## config.mk

```make
export PLATFORM = sky130hd
export DESIGN_NAME = pcb_crop
export DESIGN_NICKNAME = d
export VERILOG_FILES = /design/src/rtl/pcb_pkg.sv /design/src/rtl/pcb_crop.sv
export SDC_FILE = /design/constraint.sdc
export NUM_CORES = 1
export LEC_CHECK = 0
export BUFFER_PORTS_ARGS = -buffer_cell sky130_fd_sc_hd__buf_2
export CAP_MARGIN = 25
export CORE_AREA = 8 8 259 261
export DETAILED_ROUTE_END_ITERATION = 6
export DIE_AREA = 0 0 267 269
export MAX_ROUTING_LAYER = met4
export PLACE_DENSITY = 0.49
export RECOVER_POWER = 100
export REMOVE_ABC_BUFFERS = 1
export SETUP_SLACK_MARGIN = 0.05
export SYNTH_ARGS = -nofsm -noshare
export SYNTH_HDL_FRONTEND = slang
export SYNTH_SLANG_ARGS = --single-unit
```

## constraint.sdc

```tcl
create_clock -name clk -period 13.2 [get_ports clk]
set_input_delay 1.98 -clock clk [delete_from_list [all_inputs] [get_ports clk]]
set_output_delay 1.98 -clock clk [all_outputs]
set_load 0.005 [all_outputs]
```

## src/rtl/pcb_pkg.sv

```systemverilog
// pcb_pkg: shared types, register codes and the float to fixed conversion
// for the point crop box filter
// no dependencies
`default_nettype none

package pcb_pkg;

  localparam int unsigned CFG_IDX_W = 3;
  localparam int unsigned CFG_DATA_W = 64;
  localparam int unsigned COORD_W = 32;

  typedef enum logic [CFG_IDX_W-1:0] {
    REG_BOX_X  = 3'd0,
    REG_BOX_Y  = 3'd1,
    REG_BOX_Z  = 3'd2,
    REG_ROW_X  = 3'd3,
    REG_ROW_Y  = 3'd4,
    REG_ROW_Z  = 3'd5,
    REG_MODE   = 3'd6,
    REG_UNUSED = 3'd7
  } cfg_reg_t;

  localparam int unsigned MODE_XFORM = 0;
  localparam int unsigned MODE_OUTSIDE = 1;

  localparam logic signed [COORD_W-1:0] Q_MAX = 32'sh7fff_ffff;
  localparam logic signed [COORD_W-1:0] Q_MIN = 32'sh8000_0000;

  typedef logic [2:0][COORD_W-1:0] vec3_t;
  typedef logic [2:0][CFG_DATA_W-1:0] cfg3_t;

  // per-point side information carried down the pipeline
  typedef struct packed {
    logic [COORD_W-1:0] x_bits;
    logic [COORD_W-1:0] y_bits;
    logic [COORD_W-1:0] z_bits;
    logic               last;
    logic               nf;
  } meta_t;

  // ieee single to signed q16.16, truncating, saturating
  function automatic logic signed [COORD_W-1:0] to_q16(input logic [COORD_W-1:0] bits);
    logic [7:0]  e;
    logic [23:0] man;
    logic [30:0] mag;
    logic [7:0]  sh;
    logic [7:0]  rsh;
    logic signed [COORD_W-1:0] res;
    e   = bits[30:23];
    man = {1'b1, bits[22:0]};
    sh  = e - 8'd134;
    rsh = 8'd134 - e;
    mag = '0;
    if (e == 8'd0) begin
      mag = '0;
    end else if (e >= 8'd142) begin
      mag = '0;
    end else if (e >= 8'd134) begin
      mag = 31'(man) << sh[2:0];
    end else if (rsh >= 8'd24) begin
      mag = '0;
    end else begin
      mag = 31'(man >> rsh[4:0]);
    end
    if (e >= 8'd142) begin
      res = bits[31] ? Q_MIN : Q_MAX;
    end else begin
      res = bits[31] ? -$signed({1'b0, mag}) : $signed({1'b0, mag});
    end
    return res;
  endfunction

endpackage

`default_nettype wire

```

## src/rtl/pcb_crop.sv

```systemverilog
// pcb_crop: last pipeline stage, box test, per-cloud counters and the
// output register
// depends on pcb_pkg
`default_nettype none

module pcb_crop #(
  parameter int unsigned PAYLOAD_WIDTH = 64,
  parameter int unsigned COUNT_WIDTH   = 32
) (
  input  wire logic                     clk,
  input  wire logic                     rst_n,
  input  wire pcb_pkg::cfg3_t           box,
  input  wire logic                     outside_sel,
  input  wire logic                     in_valid,
  output logic                          in_ready,
  input  wire pcb_pkg::meta_t           in_meta,
  input  wire logic [PAYLOAD_WIDTH-1:0] in_payload,
  input  wire pcb_pkg::vec3_t           in_coord,
  output logic                          out_valid,
  input  wire logic                     out_ready,
  output pcb_pkg::meta_t                out_meta,
  output logic [PAYLOAD_WIDTH-1:0]      out_payload,
  output logic                          out_keep,
  output logic [COUNT_WIDTH-1:0]        out_kept_total,
  output logic [COUNT_WIDTH-1:0]        out_nf_total
);

  localparam logic [COUNT_WIDTH-1:0] CNT_MAX = '1;

  logic                     valid_r;
  pcb_pkg::meta_t           meta_r;
  logic [PAYLOAD_WIDTH-1:0] pay_r;
  logic                     keep_r;
  logic                     keep_nxt;
  logic [COUNT_WIDTH-1:0]   kept_tot_r;
  logic [COUNT_WIDTH-1:0]   nf_tot_r;
  logic [COUNT_WIDTH-1:0]   kept_cnt_r;
  logic [COUNT_WIDTH-1:0]   kept_cnt_nxt;
  logic [COUNT_WIDTH-1:0]   nf_cnt_r;
  logic [COUNT_WIDTH-1:0]   nf_cnt_nxt;
  logic [2:0]               inside_ax;
  logic                     load;

  assign in_ready = !valid_r || out_ready;
  assign load     = in_valid && in_ready;

  always_comb begin
    for (int a = 0; a < 3; a++) begin
      inside_ax[a] = ($signed(in_coord[a]) > $signed(box[a][31:0])) &&
                     ($signed(in_coord[a]) < $signed(box[a][63:32]));
    end
    keep_nxt     = !in_meta.nf && ((&inside_ax) != outside_sel);
    kept_cnt_nxt = kept_cnt_r;
    if (keep_nxt && kept_cnt_r != CNT_MAX) begin
      kept_cnt_nxt = kept_cnt_r + 1'b1;
    end
    nf_cnt_nxt = nf_cnt_r;
    if (in_meta.nf && nf_cnt_r != CNT_MAX) begin
      nf_cnt_nxt = nf_cnt_r + 1'b1;
    end
  end

  always_ff @(posedge clk) begin
    if (!rst_n) begin
      valid_r    <= 1'b0;
      kept_cnt_r <= '0;
      nf_cnt_r   <= '0;
    end else begin
      if (in_ready) begin
        valid_r <= in_valid;
      end
      if (load) begin
        kept_cnt_r <= in_meta.last ? '0 : kept_cnt_nxt;
        nf_cnt_r   <= in_meta.last ? '0 : nf_cnt_nxt;
      end
    end
  end

  always_ff @(posedge clk) begin
    if (load) begin
      meta_r     <= in_meta;
      pay_r      <= in_payload;
      keep_r     <= keep_nxt;
      kept_tot_r <= kept_cnt_nxt;
      nf_tot_r   <= nf_cnt_nxt;
    end
  end

  assign out_valid      = valid_r;
  assign out_meta       = meta_r;
  assign out_payload    = pay_r;
  assign out_keep       = keep_r;
  assign out_kept_total = kept_tot_r;
  assign out_nf_total   = nf_tot_r;

  a_keep_not_nf : assert property (@(posedge clk) disable iff (!rst_n)
    valid_r |-> !(keep_r && meta_r.nf))
    else $error("non-finite point marked as kept");

  a_cloud_clear : assert property (@(posedge clk) disable iff (!rst_n)
    load && in_meta.last |=> kept_cnt_r == '0 && nf_cnt_r == '0)
    else $error("counters not cleared after end of cloud");

  a_kept_step : assert property (@(posedge clk) disable iff (!rst_n)
    load && !in_meta.last && keep_nxt && kept_cnt_r != CNT_MAX
      |=> kept_cnt_r == $past(kept_cnt_r) + 1'b1)
    else $error("kept counter missed a kept point");

  a_total_matches : assert property (@(posedge clk) disable iff (!rst_n)
    load |=> kept_tot_r == $past(kept_cnt_nxt) && nf_tot_r == $past(nf_cnt_nxt))
    else $error("reported totals differ from counter update");

endmodule

`default_nettype wire

```

==> Yosys cells after proc, flatten, opt, wreduce, memory -nomap -nowiden <==
Cells that the tools add are included.
{ "word_totals": {"reg_bits": 292, "elab_cells": 38, "in_bits": 455} }
{ "classes": {"n_eq_ne": 3, "n_lt_le_gt_ge": 6, "add_sub_neg": 2, "mux": 4, "n_reduce_logical": 11} }
{ "op_table": {"columns": ["op", "count"], "rows": [
  ["32-bit 2-to-1 mux", 4],
  ["32-bit greater-than comparator", 3],
  ["32-bit < comparator", 3],
  ["32-bit by 1-bit adder with 32-bit output (second input constant)", 2],
  ["32-bit inequality test (second input constant)", 2],
  ["1-bit logical AND", 7],
  ["3-bit AND reduction", 1],
  ["1-bit zero test", 2],
  ["1-bit logical OR", 1],
  ["1-bit inequality test", 1]
]} }

==> Longest topological paths before layout <==
{ "logic_depth": {"word_depth": 8, "mapped_depth": 14} }

==> Least setup slack after synthesis <==
No wires, ideal clock.
{ "synth_path": {"kind": "input port to flip-flop", "start": "in out_ready", "end": "reg nf_cnt_r[19]", "path_stages": 8, "path_slack_ns": 3.176, "arrival_time_ns": 9.896, "path_cell_list": "nand2b_1 > nand2_1 > inv_1 > clkbuf_1 > clkbuf_1 > o21ai_0 > a21oi_1 > nor2_1"} }
{ "synth_via": {"elab_chain_len": 2} }
{ "synth_lines": {"columns": ["element", "line_no", "rtl"], "rows": [
  ["start, declared", "pcb_crop.sv:20", "input wire logic out_ready,"],
  ["1-bit logical OR", "pcb_crop.sv:44", "assign in_ready = !valid_r || out_ready;"],
  ["1-bit logical AND", "pcb_crop.sv:45", "assign load = in_valid && in_ready;"],
  ["named net load", "pcb_crop.sv:42", "logic load;"],
  ["end signal, assigned", "pcb_crop.sv:74", "nf_cnt_r <= in_meta.last ? '0 : nf_cnt_nxt;"],
  ["end, declared", "pcb_crop.sv:39", "logic [COUNT_WIDTH-1:0] nf_cnt_r;"]
]} }
The timed path passes the listed nets, and every way through them passes these cells.
A chain may end at the register's enable or synchronous reset.

==> Worst setup path after layout <==
{ "layout_path": {"start": "in out_ready", "end": "reg pay_r[13], in the netlist out_payload[13] (enable)"} }
{ "layout_via": {"elab_chain_len": 2} }
{ "layout_lines": {"columns": ["element", "line_no", "rtl"], "rows": [
  ["1-bit logical OR", "pcb_crop.sv:44", null],
  ["1-bit logical AND", "pcb_crop.sv:45", null],
  ["end signal, assigned", "pcb_crop.sv:82", "pay_r <= in_payload;"],
  ["end, declared", "pcb_crop.sv:32", "logic [PAYLOAD_WIDTH-1:0] pay_r;"]
]} }
Every way passes these cells.

==> qor.tcl <==
set qor(antenna_violating_nets_post_route) 0
set qor(yosys_most_used_dff) {sky130_fd_sc_hd__edfxtp_1}
set qor(floorplan.die_area_mm2) 0.0718
set qor(synth_seq_cells) 292
set qor(postCtsResizedCells) 0
set qor(synthMostInstantiatedCell) {sky130_fd_sc_hd__edfxtp_1}
set qor(vias_per_cell) 4.65
set qor(rsz0062_at_grt) {no}
set qor(power_density_mw_per_mm2) 110
set qor(nature_of_the_critical_path_endpoint) {register}
set qor(placementRows) 92
set qor(number_of_global_route_vias_before_repair) 14600
set qor(cts.sinks) 292
set qor(finalCriticalPeriod_ns) 8.68
set qor(syn-cell-area_mm2) 0.0159
set qor(detail_route.iter0.violations) 924
set qor(synth.area.top_cells) {sky130_fd_sc_hd__edfxtp_1 43%, sky130_fd_sc_hd__ha_1 15%, sky130_fd_sc_hd__dfxtp_1 8.2%}
set qor(totalWireLength_um) 70200
set qor(wl_per_cell_um) 23.2
set qor(effective_utilization_at_floorplan_pct) 25.3
set qor(antenna_found_initial) 25
set qor(timing.final.hold_violations) 0
set qor(met1Wirelength_um) 25800
set qor(finalSetupViolations) 0
set qor(critPathArrivalTime_ns) 8.71
set qor(timing.hold.worst.class) {reg -> reg}
set qor(cts_tree) {done}
set qor(power_mw) 2.33
set qor(layout.filler_cells) 6581
set qor(slew_viol_final) 179
set qor(post-synth-top-area-cell) {sky130_fd_sc_hd__edfxtp_1}
set qor(grt_max_degree) 140
set qor(synth-warning-count) 0
set qor(cts_max_path_buffers) 3
set qor(syn_avg_cell_area_um2) 10.9
set qor(drv_cap) 5
set qor(fin_tns_setup_ns) 0
set qor(worst_slew_pin_slew_ns) 3.96
set qor(syn-instance-count) 1450
set qor(synth.top_cell.area_share_pct) 43.0
set qor(top_signal_layer_used) {met4}
set qor(die_h_um) 269
set qor(share_of_cells_above_drive_strength_1_pct) 24.6
set qor(firstDrtPassIters) 6
set qor(met3RoutedLength_um) 5580
set qor(gp_congestion) 0.978
set qor(fmax_mhz) 115
set qor(path_clk_slew_ns) 0.06
set qor(drc) 0
set qor(critical_path_peak_fanout) 139
set qor(ctsRootBufferMaster) {sky130_fd_sc_hd__clkbuf_16}
set qor(die_w_um) 267
set qor(area.growth.synth_to_final_pct) 33.0
set qor(synth_enable_flop_cells) 227
set qor(status) {finished, violations left}
set qor(post_cts_repair_timing_setup_buffer_count) 0
set qor(class_of_the_most_critical_setup_path) {in -> reg}
set qor(startpoint_type) {input pin}
set qor(clkLatencyLatePin_ns) 0.53
set qor(num-nets-final) 2787
set qor(wl_met2_um) 37100
set qor(synth.yosys.seq_area_share_pct) 51.2
set qor(wire_length_of_the_first_global_routing_pass_um) 97700
set qor(cell_variety_after_synth) 70
set qor(cts.htree.levels) 2
set qor(total_half_perimeter_wirelength_after_legalization_and_detailed_placement_um) 59000
set qor(clock_skew_ns) 0.0149
set qor(final_min_period_over_clock_period_pct) 65.8
set qor(leakage_nw) 9.48
set qor(io-pin-count) 684
set qor(relSlewSlack_pct) -164
set qor(detailroute.via_count) 14100
set qor(failed_checks) {capacitance limit, slew limit}
set qor(buffer_ports.inserted) 683
set qor(grt.overflow.total) 0
set qor(worstPathRequired_ns) 13.23
set qor(track_usage_pct) 18.9
set qor(cts_hold_buf) 0
set qor(most_frequent_cells_after_synthesis) {227 x sky130_fd_sc_hd__edfxtp_1, 206 x sky130_fd_sc_hd__inv_1, 191 x sky130_fd_sc_hd__ha_1}
set qor(core_area_mm2) 0.0627
set qor(async_sr_flop_fraction_pct) 0
set qor(cts_inserted_buffers) 34
set qor(irDropWorstVdd_uv) 77.4
-- stage by stage --
| stage | instance area, µm² | util [%] | hold slack (ns) | instances | setup slack (ns) |
|---|---|---|---|---|---|
| 2_1_floorplan | 15700 | - | 0.462 | 1413 | 2.38 |
| 3_3_place_gp | 20300 | 32.3 | 0.482 | 2949 | 6.74 |
| 3_5_place_dp | 20300 | 32.3 | 0.490 | 2950 | 6.72 |
| 4_1_cts | 21400 | 34.1 | 0.504 | 3011 | 7.28 |
| 5_1_grt | 21100 | 33.6 | 0.522 | 3027 | 3.81 |
| 6_report | 21100 | 33.6 | 0.504 | 3030 | 4.52 |
-- layer usage --
metal / GRT usage, % / vias to the layer above
met1: 19.2 / 6659
met3: 5.01 / 97
li1: - / 6712
met4: 4.26 / 0
met2: 36.2 / 607
met5: - / -
-- final timing paths --
path / slack [ns] / cells past startpoint / to / from
max reg2reg: 5.77 / 7 / out_payload[13] / out_valid
min: 0.50 / 1 / kept_cnt_r[29] / kept_cnt_r[29]
min reg2reg: 0.50 / 1 / kept_cnt_r[29] / kept_cnt_r[29]
max: 4.52 / 8 / out_payload[13] / out_ready
-- layout make-up --
| type | instances | area (µm²) | share of cell area (%) |
|---|---|---|---|
| diodes | 18 | 45.0 | 0.213 |
| clock buffers | 44 | 930 | 4.40 |
| clock inverters | 17 | 186 | 0.883 |
| inverters | 206 | 781 | 3.70 |
| multi-input cells | 915 | 6810 | 32.2 |
| flip-flops and latches | 292 | 8120 | 38.5 |
| well taps | 846 | 1060 | 5.01 |
| repair buffers | 692 | 3180 | 15.1 |
-- flip-flops by register name, indices dropped and copies added (netlist names) --
name            count
out_kept_total     32
out_keep            1
kept_cnt_r         32
out_nf_total       32
nf_cnt_r           32
out_valid           1
out_payload        64
out_meta           98
-- cell families (layout without fill, tap and decap cells) --
| kind of cell | after synthesis | in the layout | share of synthesized area (%) |
|---|---|---|---|
| and+or+nand+nor | 373 | 373 | 12.1 |
| DFF | 292 | 292 | 51.2 |
| muxes | 7 | 7 | 0.473 |
| other | 0 | 18 | 0 |
| adders and majority gates | 191 | 191 | 15.1 |
| buffers and inverters | 243 | 959 | 5.84 |
| AOI/OAI and AO/OA | 280 | 280 | 11.8 |
| xor gates and xnor gates | 64 | 64 | 3.53 |
-- placed cells by master (no fill, tap or decap), drive strengths merged, types with 13 or more instances in the layout --
cell | Yosys | layout
edfxtp | 227 | 227
nor3 | 25 | 25
clkbuf | 30 | 267
nand3 | 50 | 50
xor2 | 31 | 31
o21ai | 46 | 46
o211ai | 19 | 19
o31ai | 17 | 17
nor4 | 13 | 13
dfxtp | 65 | 65
diode | 0 | 18
a31oi | 15 | 15
xnor2 | 33 | 33
buf | 7 | 469
inv | 206 | 209
ha | 191 | 191
a21o | 23 | 23
nand4 | 43 | 43
and3 | 22 | 22
nor2 | 76 | 76
a21oi | 80 | 80
nand2 | 83 | 83
-- critical path: stages --
cell and delay (ns):
sky130_fd_sc_hd__buf_2 0.07, sky130_fd_sc_hd__nand2b_1 0.13, sky130_fd_sc_hd__nand2_1 0.06, sky130_fd_sc_hd__clkbuf_1 0.67
sky130_fd_sc_hd__inv_8 0.96, sky130_fd_sc_hd__clkbuf_1 1.46, sky130_fd_sc_hd__clkbuf_1 0.46, sky130_fd_sc_hd__clkbuf_1 2.81
-- power by group --
part	switching (mW)	total, mW	internal (mW)
combinational	0.191	0.319	0.128
clock	0.390	0.952	0.562
sequential	0.0150	1.05	1.04
(Power assumes the default switching activity.)
