### config.mk
export PLATFORM = sky130hd
export DESIGN_NAME = pcb_convert
export DESIGN_NICKNAME = d
export VERILOG_FILES = /design/src/rtl/pcb_pkg.sv /design/src/rtl/pcb_convert.sv
export SDC_FILE = /design/constraint.sdc
export NUM_CORES = 1
export LEC_CHECK = 0
export BUFFER_PORTS_ARGS = -buffer_cell sky130_fd_sc_hd__clkbuf_2
export CAP_MARGIN = 20
export CORE_ASPECT_RATIO = 1.5
export CORE_MARGIN = 1
export CORE_UTILIZATION = 30
export CTS_CLUSTER_SIZE = 8
export DETAILED_ROUTE_END_ITERATION = 12
export GPL_TIMING_DRIVEN = 1
export PLACE_DENSITY = 0.52
export SYNTH_ARGS = -nofsm -noshare
export SYNTH_HDL_FRONTEND = slang
export SYNTH_SLANG_ARGS = --single-unit
### constraint.sdc
create_clock -name clk -period 8.2 [get_ports clk]
set_input_delay 1.23 -clock clk [delete_from_list [all_inputs] [get_ports clk]]
set_output_delay 1.23 -clock clk [all_outputs]
set_load 0.005 [all_outputs]
### src/rtl/pcb_pkg.sv
// pcb_pkg: shared types, register codes and the float to fixed conversion
// for the point crop box filter
// no dependencies
`default_nettype none

package pcb_pkg;

  localparam int unsigned CFG_IDX_W = 3;
  localparam int unsigned CFG_DATA_W = 64;
  localparam int unsigned COORD_W = 32;

  typedef enum logic [CFG_IDX_W-1:0] {
    REG_BOX_X  = 3'd0,
    REG_BOX_Y  = 3'd1,
    REG_BOX_Z  = 3'd2,
    REG_ROW_X  = 3'd3,
    REG_ROW_Y  = 3'd4,
    REG_ROW_Z  = 3'd5,
    REG_MODE   = 3'd6,
    REG_UNUSED = 3'd7
  } cfg_reg_t;

  localparam int unsigned MODE_XFORM = 0;
  localparam int unsigned MODE_OUTSIDE = 1;

  localparam logic signed [COORD_W-1:0] Q_MAX = 32'sh7fff_ffff;
  localparam logic signed [COORD_W-1:0] Q_MIN = 32'sh8000_0000;

  typedef logic [2:0][COORD_W-1:0] vec3_t;
  typedef logic [2:0][CFG_DATA_W-1:0] cfg3_t;

  // per-point side information carried down the pipeline
  typedef struct packed {
    logic [COORD_W-1:0] x_bits;
    logic [COORD_W-1:0] y_bits;
    logic [COORD_W-1:0] z_bits;
    logic               last;
    logic               nf;
  } meta_t;

  // ieee single to signed q16.16, truncating, saturating
  function automatic logic signed [COORD_W-1:0] to_q16(input logic [COORD_W-1:0] bits);
    logic [7:0]  e;
    logic [23:0] man;
    logic [30:0] mag;
    logic [7:0]  sh;
    logic [7:0]  rsh;
    logic signed [COORD_W-1:0] res;
    e   = bits[30:23];
    man = {1'b1, bits[22:0]};
    sh  = e - 8'd134;
    rsh = 8'd134 - e;
    mag = '0;
    if (e == 8'd0) begin
      mag = '0;
    end else if (e >= 8'd142) begin
      mag = '0;
    end else if (e >= 8'd134) begin
      mag = 31'(man) << sh[2:0];
    end else if (rsh >= 8'd24) begin
      mag = '0;
    end else begin
      mag = 31'(man >> rsh[4:0]);
    end
    if (e >= 8'd142) begin
      res = bits[31] ? Q_MIN : Q_MAX;
    end else begin
      res = bits[31] ? -$signed({1'b0, mag}) : $signed({1'b0, mag});
    end
    return res;
  endfunction

endpackage

`default_nettype wire

### src/rtl/pcb_convert.sv
// pcb_convert: first pipeline stage, non-finite check and float to q16.16
// depends on pcb_pkg
`default_nettype none

module pcb_convert #(
  parameter int unsigned PAYLOAD_WIDTH = 64
) (
  input  wire logic                     clk,
  input  wire logic                     rst_n,
  input  wire logic                     in_valid,
  output logic                          in_ready,
  input  wire pcb_pkg::meta_t           in_meta,
  input  wire logic [PAYLOAD_WIDTH-1:0] in_payload,
  output logic                          out_valid,
  input  wire logic                     out_ready,
  output pcb_pkg::meta_t                out_meta,
  output logic [PAYLOAD_WIDTH-1:0]      out_payload,
  output pcb_pkg::vec3_t                out_coord
);

  logic                     valid_r;
  pcb_pkg::meta_t           meta_r;
  pcb_pkg::meta_t           meta_nxt;
  logic [PAYLOAD_WIDTH-1:0] pay_r;
  pcb_pkg::vec3_t           coord_r;
  pcb_pkg::vec3_t           coord_nxt;

  assign in_ready = !valid_r || out_ready;

  always_comb begin
    meta_nxt    = in_meta;
    meta_nxt.nf = (&in_meta.x_bits[30:23]) || (&in_meta.y_bits[30:23]) ||
                  (&in_meta.z_bits[30:23]);
    coord_nxt[0] = pcb_pkg::to_q16(in_meta.x_bits);
    coord_nxt[1] = pcb_pkg::to_q16(in_meta.y_bits);
    coord_nxt[2] = pcb_pkg::to_q16(in_meta.z_bits);
  end

  always_ff @(posedge clk) begin
    if (!rst_n) begin
      valid_r <= 1'b0;
    end else if (in_ready) begin
      valid_r <= in_valid;
    end
  end

  always_ff @(posedge clk) begin
    if (in_valid && in_ready) begin
      meta_r  <= meta_nxt;
      pay_r   <= in_payload;
      coord_r <= coord_nxt;
    end
  end

  assign out_valid   = valid_r;
  assign out_meta    = meta_r;
  assign out_payload = pay_r;
  assign out_coord   = coord_r;

endmodule

`default_nettype wire

**After elaboration in Yosys (flattened, before gate mapping)**

Cells that the tools add are included.

- Register bits: 259
- Bits in latches: 0
- Memory bits (writable): 0
- Bits in read-only memories: 0
- Bits of input ports: 166
- Word-level logic and storage cells: 66
- Memories kept: 0

- Add/sub/neg operators: 9
- $mul: 0
- Div/mod/pow operators: 0
- $lt $le $gt $ge: 9
- Equality and inequality tests: 0
- Shift-type cells: 6
- Mux-type cells: 21
- Bitwise operators: 0
- Reductions and logical operators: 11

Operators with widths:

| kind | number |
|---|---|
| 31-bit two-way mux | 12 |
| 32-bit two-way mux | 9 |
| 31-bit negator with 32-bit output | 3 |
| 24-bit by 3-bit << shifter with 31-bit output | 3 |
| 24-bit by 5-bit right shift with 31-bit output | 3 |
| 8-bit >= comparator, second input constant | 6 |
| 8-bit by 5-bit >= comparator with 1-bit output, second input constant | 3 |
| 8-bit zero test | 3 |
| 8-bit AND reduction | 3 |
| 8-bit subtractor, first input constant | 3 |
| 3-bit subtractor, second input constant | 3 |
| 1-bit logical OR | 3 |
| 1-bit logical AND | 1 |
| 1-bit zero test | 1 |

**Longest topological paths before layout**

Gate-level depths: netlist (run 1).

- Depth in word-level cells: 9
- Mapped depth: 22
- Gate-level depth less buffers: 16

**Worst setup path before layout (run 1)**

No wires, ideal clock.

- Path kind: input port to flip-flop
- Start point: input out_ready
- End point: register coord_r (netlist bit out_coord[0]) (enable)
- Library setup time: 0.652 ns
- Arrival: 7.249 ns
- Data required time: 7.548 ns
- Path slack: 0.299 ns
- Stages: 2
- Cell sequence: nand2b_1 -> and2_1

- Word-level cells in the longest chain between the ends: 2

RTL lines:

| element | RTL line | source |
|---|---|---|
| start, declared | pcb_convert.sv:15 | `input wire logic out_ready,` |
| 1-bit logical OR | pcb_convert.sv:28 | `assign in_ready = !valid_r \|\| out_ready;` |
| 1-bit logical AND | pcb_convert.sv:48 | `if (in_valid && in_ready) begin` |
| end signal, assigned | pcb_convert.sv:51 | `coord_r <= coord_nxt;` |
| end, declared | pcb_convert.sv:25 | `pcb_pkg::vec3_t coord_r;` |

No other way between the ends.
A chain may end at the register's enable or synchronous reset.

==> metrics.txt, run 1 <==
total internal power=2943 uW; worst-path cell chain=clkbuf_2 > buf_4 > ha_1 > a21oi_1 > xnor2_1 > nor3_1 > a311oi_1 > a31o_2 > inv_1 > ha_1 > o21ai_0 > nor3_1 > nand4_1 > or3_1 > mux2i_1 > o21ai_0; Pleak=0.009301 uW; DRC viols=0; IO buf count=424; utilization after layout=36.58%; root buffer cell=clkbuf_16; worst vdd ir=164.2 uV; clock buffer depth=3; Post-synth ARST share=0%; # Max-Cap Violations=0; Post-Syn Area=0.01974 mm2; synth top area cells=edfxtp_1, mux2i_1, mux4_2; synthesized flop and latch total=259; Global Route Usage Sum=21.31%; ys flop type=edfxtp_1; Hold Vio Cnt, Final=0; Mapped Nets=2,144; Reg power frac=37.2%; Core ar.=0.06476 mm2; synth warn=0; first-pass GRT wire length=108.8 mm; drt wl/cell=22.72 um; H-tree depth=2; TNS Setup=0 ns; Synth Area in Compound Gates=18.89%; Worst setup EP type=flop; share of cells above drive strength 1=30.25%; Switch Pwr=1433 uW; combinational share of power=30.3%; Min Clock Period, post-route=6.186 ns; simple-gate share of the synthesized area=17.54%; Critical Path RT=8.46 ns; Sw Ratio=32.75%; vias in the first global route=17,710; # rows=114; Final Max Slew Viols=0; Final Cycle Share=75.44%; CP Data Arrival Time=6.44 ns; Synth cell types=110; Routed Antenna Nets=0; IO Count=426; Via Count=18,130; DR iter-0 viols=1,303; CTS clk-pin slew, worst paths=0.05 ns; PwrDens=184.8 mW/mm2; status=complete, no violations; Rel. slew slack=32.78%; main combinational cell family by area after synthesis=compound AO/OA/AOI/OAI gates; synth-to-layout area growth=20.01%; largest net degree at the start of global routing=140; routed wire length=73.03 mm; initial antenna violation count=1; fill count=6,656; Post-synth EDFFs=258; Detailed Routing Iterations Pass 1=5; most frequent cells in the layout=clkbuf_2, edfxtp_1, nor2_1, nand2_1, mux2i_1; Worst Tran Pin Value=1.005 ns; total gr overflow=0; initial core utilization=30.48%; DP HPWL=55.97 mm; Synth Area in XOR/XNOR=1.667%; fmax=0.1617 GHz; die area=0.06684 mm2; worst-skew pair later-pin latency=0.56 ns; syn_area_per_cell=10.09 um2; Die Y=316.1 um; Clk pwr share=32.5%; vias per inst=5.641; post-cts sizing count=0; CP max stage delay=0.67 ns; Synth top area share=39.25%; Clock Skew=0.02264 ns; cts hold-fix bufs=0; Startpoint Class=primary input; Hold Path Class=flop to flop; crit path max fanout=63; Num CTS Buffers=38; Clock Sinks=259; commonest non-fill, non-tap cell in the layout=clkbuf_2; cells after synthesis=1,957; DIE WIDTH=211.4 um; CTS tree=built; post-synthesis mux area share=17.30%; Final Net Count=2,521; CP max stage cell=nor3_1; Post-CTS Setup Bufs=0; area leader, netlist=edfxtp_1; adder-cell share of the synthesized area=1.331%; Setup CP Type=primary input to flop; routability cong.=0.9732; sequential area share after synthesis=39.36%; Final setup viols=0; RSZ-0062 raised after global routing=no; diode count=0
flip-flops by register name, indices dropped and copies added, names as in the netlist:
| name | count |
|---|---|
| out_valid | 1 |
| out_payload | 64 |
| out_coord | 96 |
| out_meta | 98 |
power groups by stage:
stage | Sequential [uW] | Combinational (uW) | Clock [uW]
6_report | 1630 | 1330 | 1420
4_1_cts | 1630 | 1320 | 1480
2_1_floorplan | 1680 | 835 | 0
3_3_place_gp | 1650 | 1300 | 0
5_1_grt | 1640 | 1440 | 1510
3_5_place_dp | 1660 | 1310 | 0
path summary, 6_finish.rpt:
kind	from	to	slack (ns)	depth (start not counted)
setup / recovery	in_meta[89]	out_coord[14]	2.01	16
hold reg to reg	out_valid	out_valid	0.62	2
setup reg to reg	out_valid	out_meta[47]	5.75	3
hold / removal	out_valid	out_valid	0.62	2
kinds of logic (layout without fill, tap and decap cells):
group,after synthesis,after routing
mux,262,262
flops,259,259
compound gates,527,527
xor+xnor,35,35
fa+ha+maj,21,21
simple gates,690,690
buf+inv,163,550
metal layers:
layer | up-vias | part of all wire (%) | track usage (%) | wire (um)
li1 | 8420 | - | - | -
met1 | 8793 | 39 | 24.42 | 28280
met2 | 758 | 51 | 38.32 | 36950
met3 | 158 | 5.9 | 3.615 | 4318
met4 | 2 | 4.8 | 9.947 | 3470
met5 | - | 0.015 | 0 | 11
through the flow:
stage          setup slack [ns]  area (um2)  hold slack (ns)  std cells  total power [uW]
2_1_floorplan            0.2986       19740           0.5366       1957              2512
3_3_place_gp              1.619       22640           0.5981       3161              2958
3_5_place_dp              1.526       22650           0.6218       3163              2969
4_1_cts                   2.118       23680           0.6350       3213              4428
5_1_grt                   1.614       23690           0.6764       3214              4590
6_report                  2.014       23690           0.6229       3214              4376
critical path: cells and delay by family:
kind | cells | cell delay [ns]
compound gates | 5 | 1.05
simple gates | 4 | 2.19
xor+xnor | 1 | 0.28
buf+inv | 3 | 0.74
mux | 1 | 0.17
fa+ha+maj | 2 | 0.75
final cells by class:
| class | instances | area, um2 | share of cell area, % |
|---|---|---|---|
| Clock buffer | 48 | 1010 | 4.263 |
| Inverter | 29 | 108.9 | 0.4596 |
| Tap cell | 870 | 1089 | 4.596 |
| Timing Repair Buffer | 471 | 2484 | 10.49 |
| Sequential cell | 259 | 7767 | 32.79 |
| Clock inverter | 2 | 13.76 | 0.05811 |
| Multi-Input combinational cell | 1535 | 11210 | 47.34 |
synthesized netlist by cell type, drive strengths merged (19+ instances only):
library cell  number
nor2             192
nor3              70
buf               67
clkbuf            67
mux2i            133
o21ai             96
a22oi             32
ha                21
o211ai            33
mux4              56
xor2              19
or3               27
nor4              24
nand3             69
edfxtp           258
nor2b             19
mux2              73
nand4             19
nand2b            22
nand2            166
a21oi            128
inv               26
a31oi             19
Power figures use the tool's default switching activity.
==> inputs of run 2 (changes only) <==
Settings changed: ABC_AREA set to 1, PLACE_DENSITY 0.52 to 0.5.
Clock period 8.2 ns to 5.9 ns, I/O delays scaled along.
==> run 2 against run 1 <==
Compared with the run above: first-iteration DRC count decreased by 4.1%; via count increased by 8.1%; global-route usage increased by 0.74 points; critical path depth increased by 4; final cell count increased by 25%; setup slack got worse by 0.14 ns; core utilization decreased by 0.24 points; clock-buffer cell count increased by 2; sequential cell count unchanged; register-to-register slack got worse by 1.9 ns; non-clock buffer count decreased by 12; total power increased by 38%; critical path type unchanged; largest cell class unchanged; largest power group unchanged.
==> metrics.txt, run 2 <==
status=complete, no violations; root buffer cell=clkbuf_16; Clock Skew=0.01264 ns; commonest non-fill, non-tap cell in the layout=nand2_1; Min Clock Period, post-route=4.028 ns; Clock Sinks=259; total gr overflow=0; Worst Setup SP=in_meta[90]; CTS tree=built; vias in the first global route=19,500; FF-to-FF Start=out_valid; Die Y=314.2 um; Final Cycle Share=68.27%; Via Count=19,600; IO buf count=424; largest net degree at the start of global routing=103; Detailed Routing Iterations Pass 1=7; synth top area cells=edfxtp_1, nand2_1, nand3_1; CP max stage delay=0.47 ns; max reg flops=98; Post-CTS Setup Bufs=0; Num CTS Buffers=39; Synth top area share=39.74%; top post-synthesis cells by count=nand2_1, nand3_1, nor2_1; Post-synth EDFFs=258; worst-path cell chain=clkbuf_2 > ha_1 > nand2_1 > inv_1 > nor2_4 > buf_4 > inv_2 > nand3_1 > a21oi_1 > o22ai_1 > nand2_1 > nand2_1 > inv_1 > ha_1 > nand3_1 > nor2_1 > nand3_1 > nand2_1 > xor2_1 > inv_1; # rows=114; PwrDens=258.1 mW/mm2; Mapped Nets=2,953; DIE WIDTH=210.1 um; Hold Path Class=primary input to flop; TNS Setup=0 ns; worst vdd ir=229.1 uV; Multi-input gate area=0.01022 mm2; sequential area share after synthesis=39.84%; Startpoint Class=primary input; most frequent cells in the layout=nand2_1, clkbuf_2, nand3_1, nor2_1, edfxtp_1; most frequent cell after synthesis=nand2_1; initial antenna violation count=1; drt wl/cell=18.23 um; H-tree depth=2; initial core utilization=30.30%; Final Net Count=3,324; vias per inst=4.871; placed cells=3,966; Post-Syn Area=0.01949 mm2; Worst Hold Launch=in_payload[24]; Hold Vio Cnt, Final=0; fill count=6,986; diode count=0; routability cong.=0.9524; crit path max fanout=32; routed wire length=73.35 mm; CTS clk-pin slew, worst paths=0.05 ns; Final setup viols=0; Post-synth ARST share=0%; Synth cell types=60; die area=0.06603 mm2; RSZ-0062 raised after global routing=no; Worst Tran Pin Value=0.8980 ns; Worst setup EP type=flop; Fin Hold WS=0.4802 ns; Routed Antenna Nets=0; share of cells above drive strength 1=20.27%; synth warn=0; R2R setup slack=3.81 ns; clock buffer depth=3; Setup CP Type=primary input to flop; Reg area=0.007767 mm2; fmax=0.2483 GHz; synthesized flop and latch total=259; CP Data Arrival Time=4.36 ns; reg2reg end=out_coord[11]; Global Route Usage Sum=22.05%; worst-skew pair later-pin latency=0.58 ns; ys flop type=edfxtp_1; DRC viols=0; Rel. slew slack=40.13%; DR iter-0 viols=1,249; # Max-Cap Violations=0; syn_area_per_cell=7.048 um2; Final Max Slew Viols=0; IO Count=426; critical path's most frequent cell=nand2_1; synth-to-layout area growth=19.90%; cts hold-fix bufs=0; CP max stage cell=clkbuf_2; cells after synthesis=2,766; non-filler instance count after layout=4,023; worst r2r path cells=3; area leader, netlist=edfxtp_1; worst setup path endpoint=out_coord[14]; Pleak=0.01124 uW; PnR Total Power=6033 uW; post-cts sizing count=0; DP HPWL=57.66 mm; Critical Path RT=6.23 ns; Core ar.=0.06433 mm2; first-pass GRT wire length=111.2 mm
run 2: area by class of cell:
| cell class | count | share of cell area [%] |
|---|---|---|
| Tap cell | 870 | 4.657 |
| Timing Repair Buffer | 459 | 10.31 |
| Inverter | 211 | 3.410 |
| Sequential cell | 259 | 33.23 |
| Multi-Input combinational cell | 2167 | 43.73 |
| Clock inverter | 7 | 0.3105 |
| Clock buffer | 50 | 4.352 |
run 2: critical path, delay by kind of cell:
kind	cells	cell delay, ns
buffers and inverters	6	1.28
and+or+nand+nor	9	1.21
adders and majority gates	2	0.50
AOI/OAI and AO/OA	2	0.28
xor gates and xnor gates	1	0.16
run 2: kinds of logic (layout without fill, tap and decap cells):
logic type      after synthesis  after routing  synth area share, %
flops                       259            259                39.84
xor+xnor                     32             32                1.650
mux                           4              4               0.2054
compound gates              284            284                8.607
fa+ha+maj                    21             21                1.348
buf+inv                     340            727                7.785
simple gates               1826           1826                40.56
run 2: worst min-delay path by stage:
stage	end	cells after the start	slack, ns
2_1_floorplan	out_valid	2	0.56
3_3_place_gp	out_valid	2	0.57
3_5_place_dp	out_valid	2	0.59
4_1_cts	out_payload[28]	1	0.44
5_1_grt	out_payload[24]	1	0.45
6_report	out_payload[24]	1	0.48
run 2: metal layers:
metal	vias up	part of all wire, %	GRT usage (%)
li1	9906	-	-
met1	8904	37	22.60
met2	633	53	41.80
met3	150	5.5	4.270
met4	2	5.2	11.58
met5	-	0.019	0
run 2: stage by stage:
step                instance area [um2]  worst slack (ns)  util, %
finish                            23370             1.872    36.33
global route                      23370             1.487    36.33
CTS                               23370             1.884    36.33
detailed placement                22280             1.269    34.64
global placement                  22280             1.266    34.64
floorplan                         19510            0.1775        -
run 2: report_power, final:
group	total [uW]	switching, uW	internal, uW
Combinational	1730	1190	548
Sequential	2260	41.4	2210
Clock	2040	842	1200
Total	6030	2070	3960
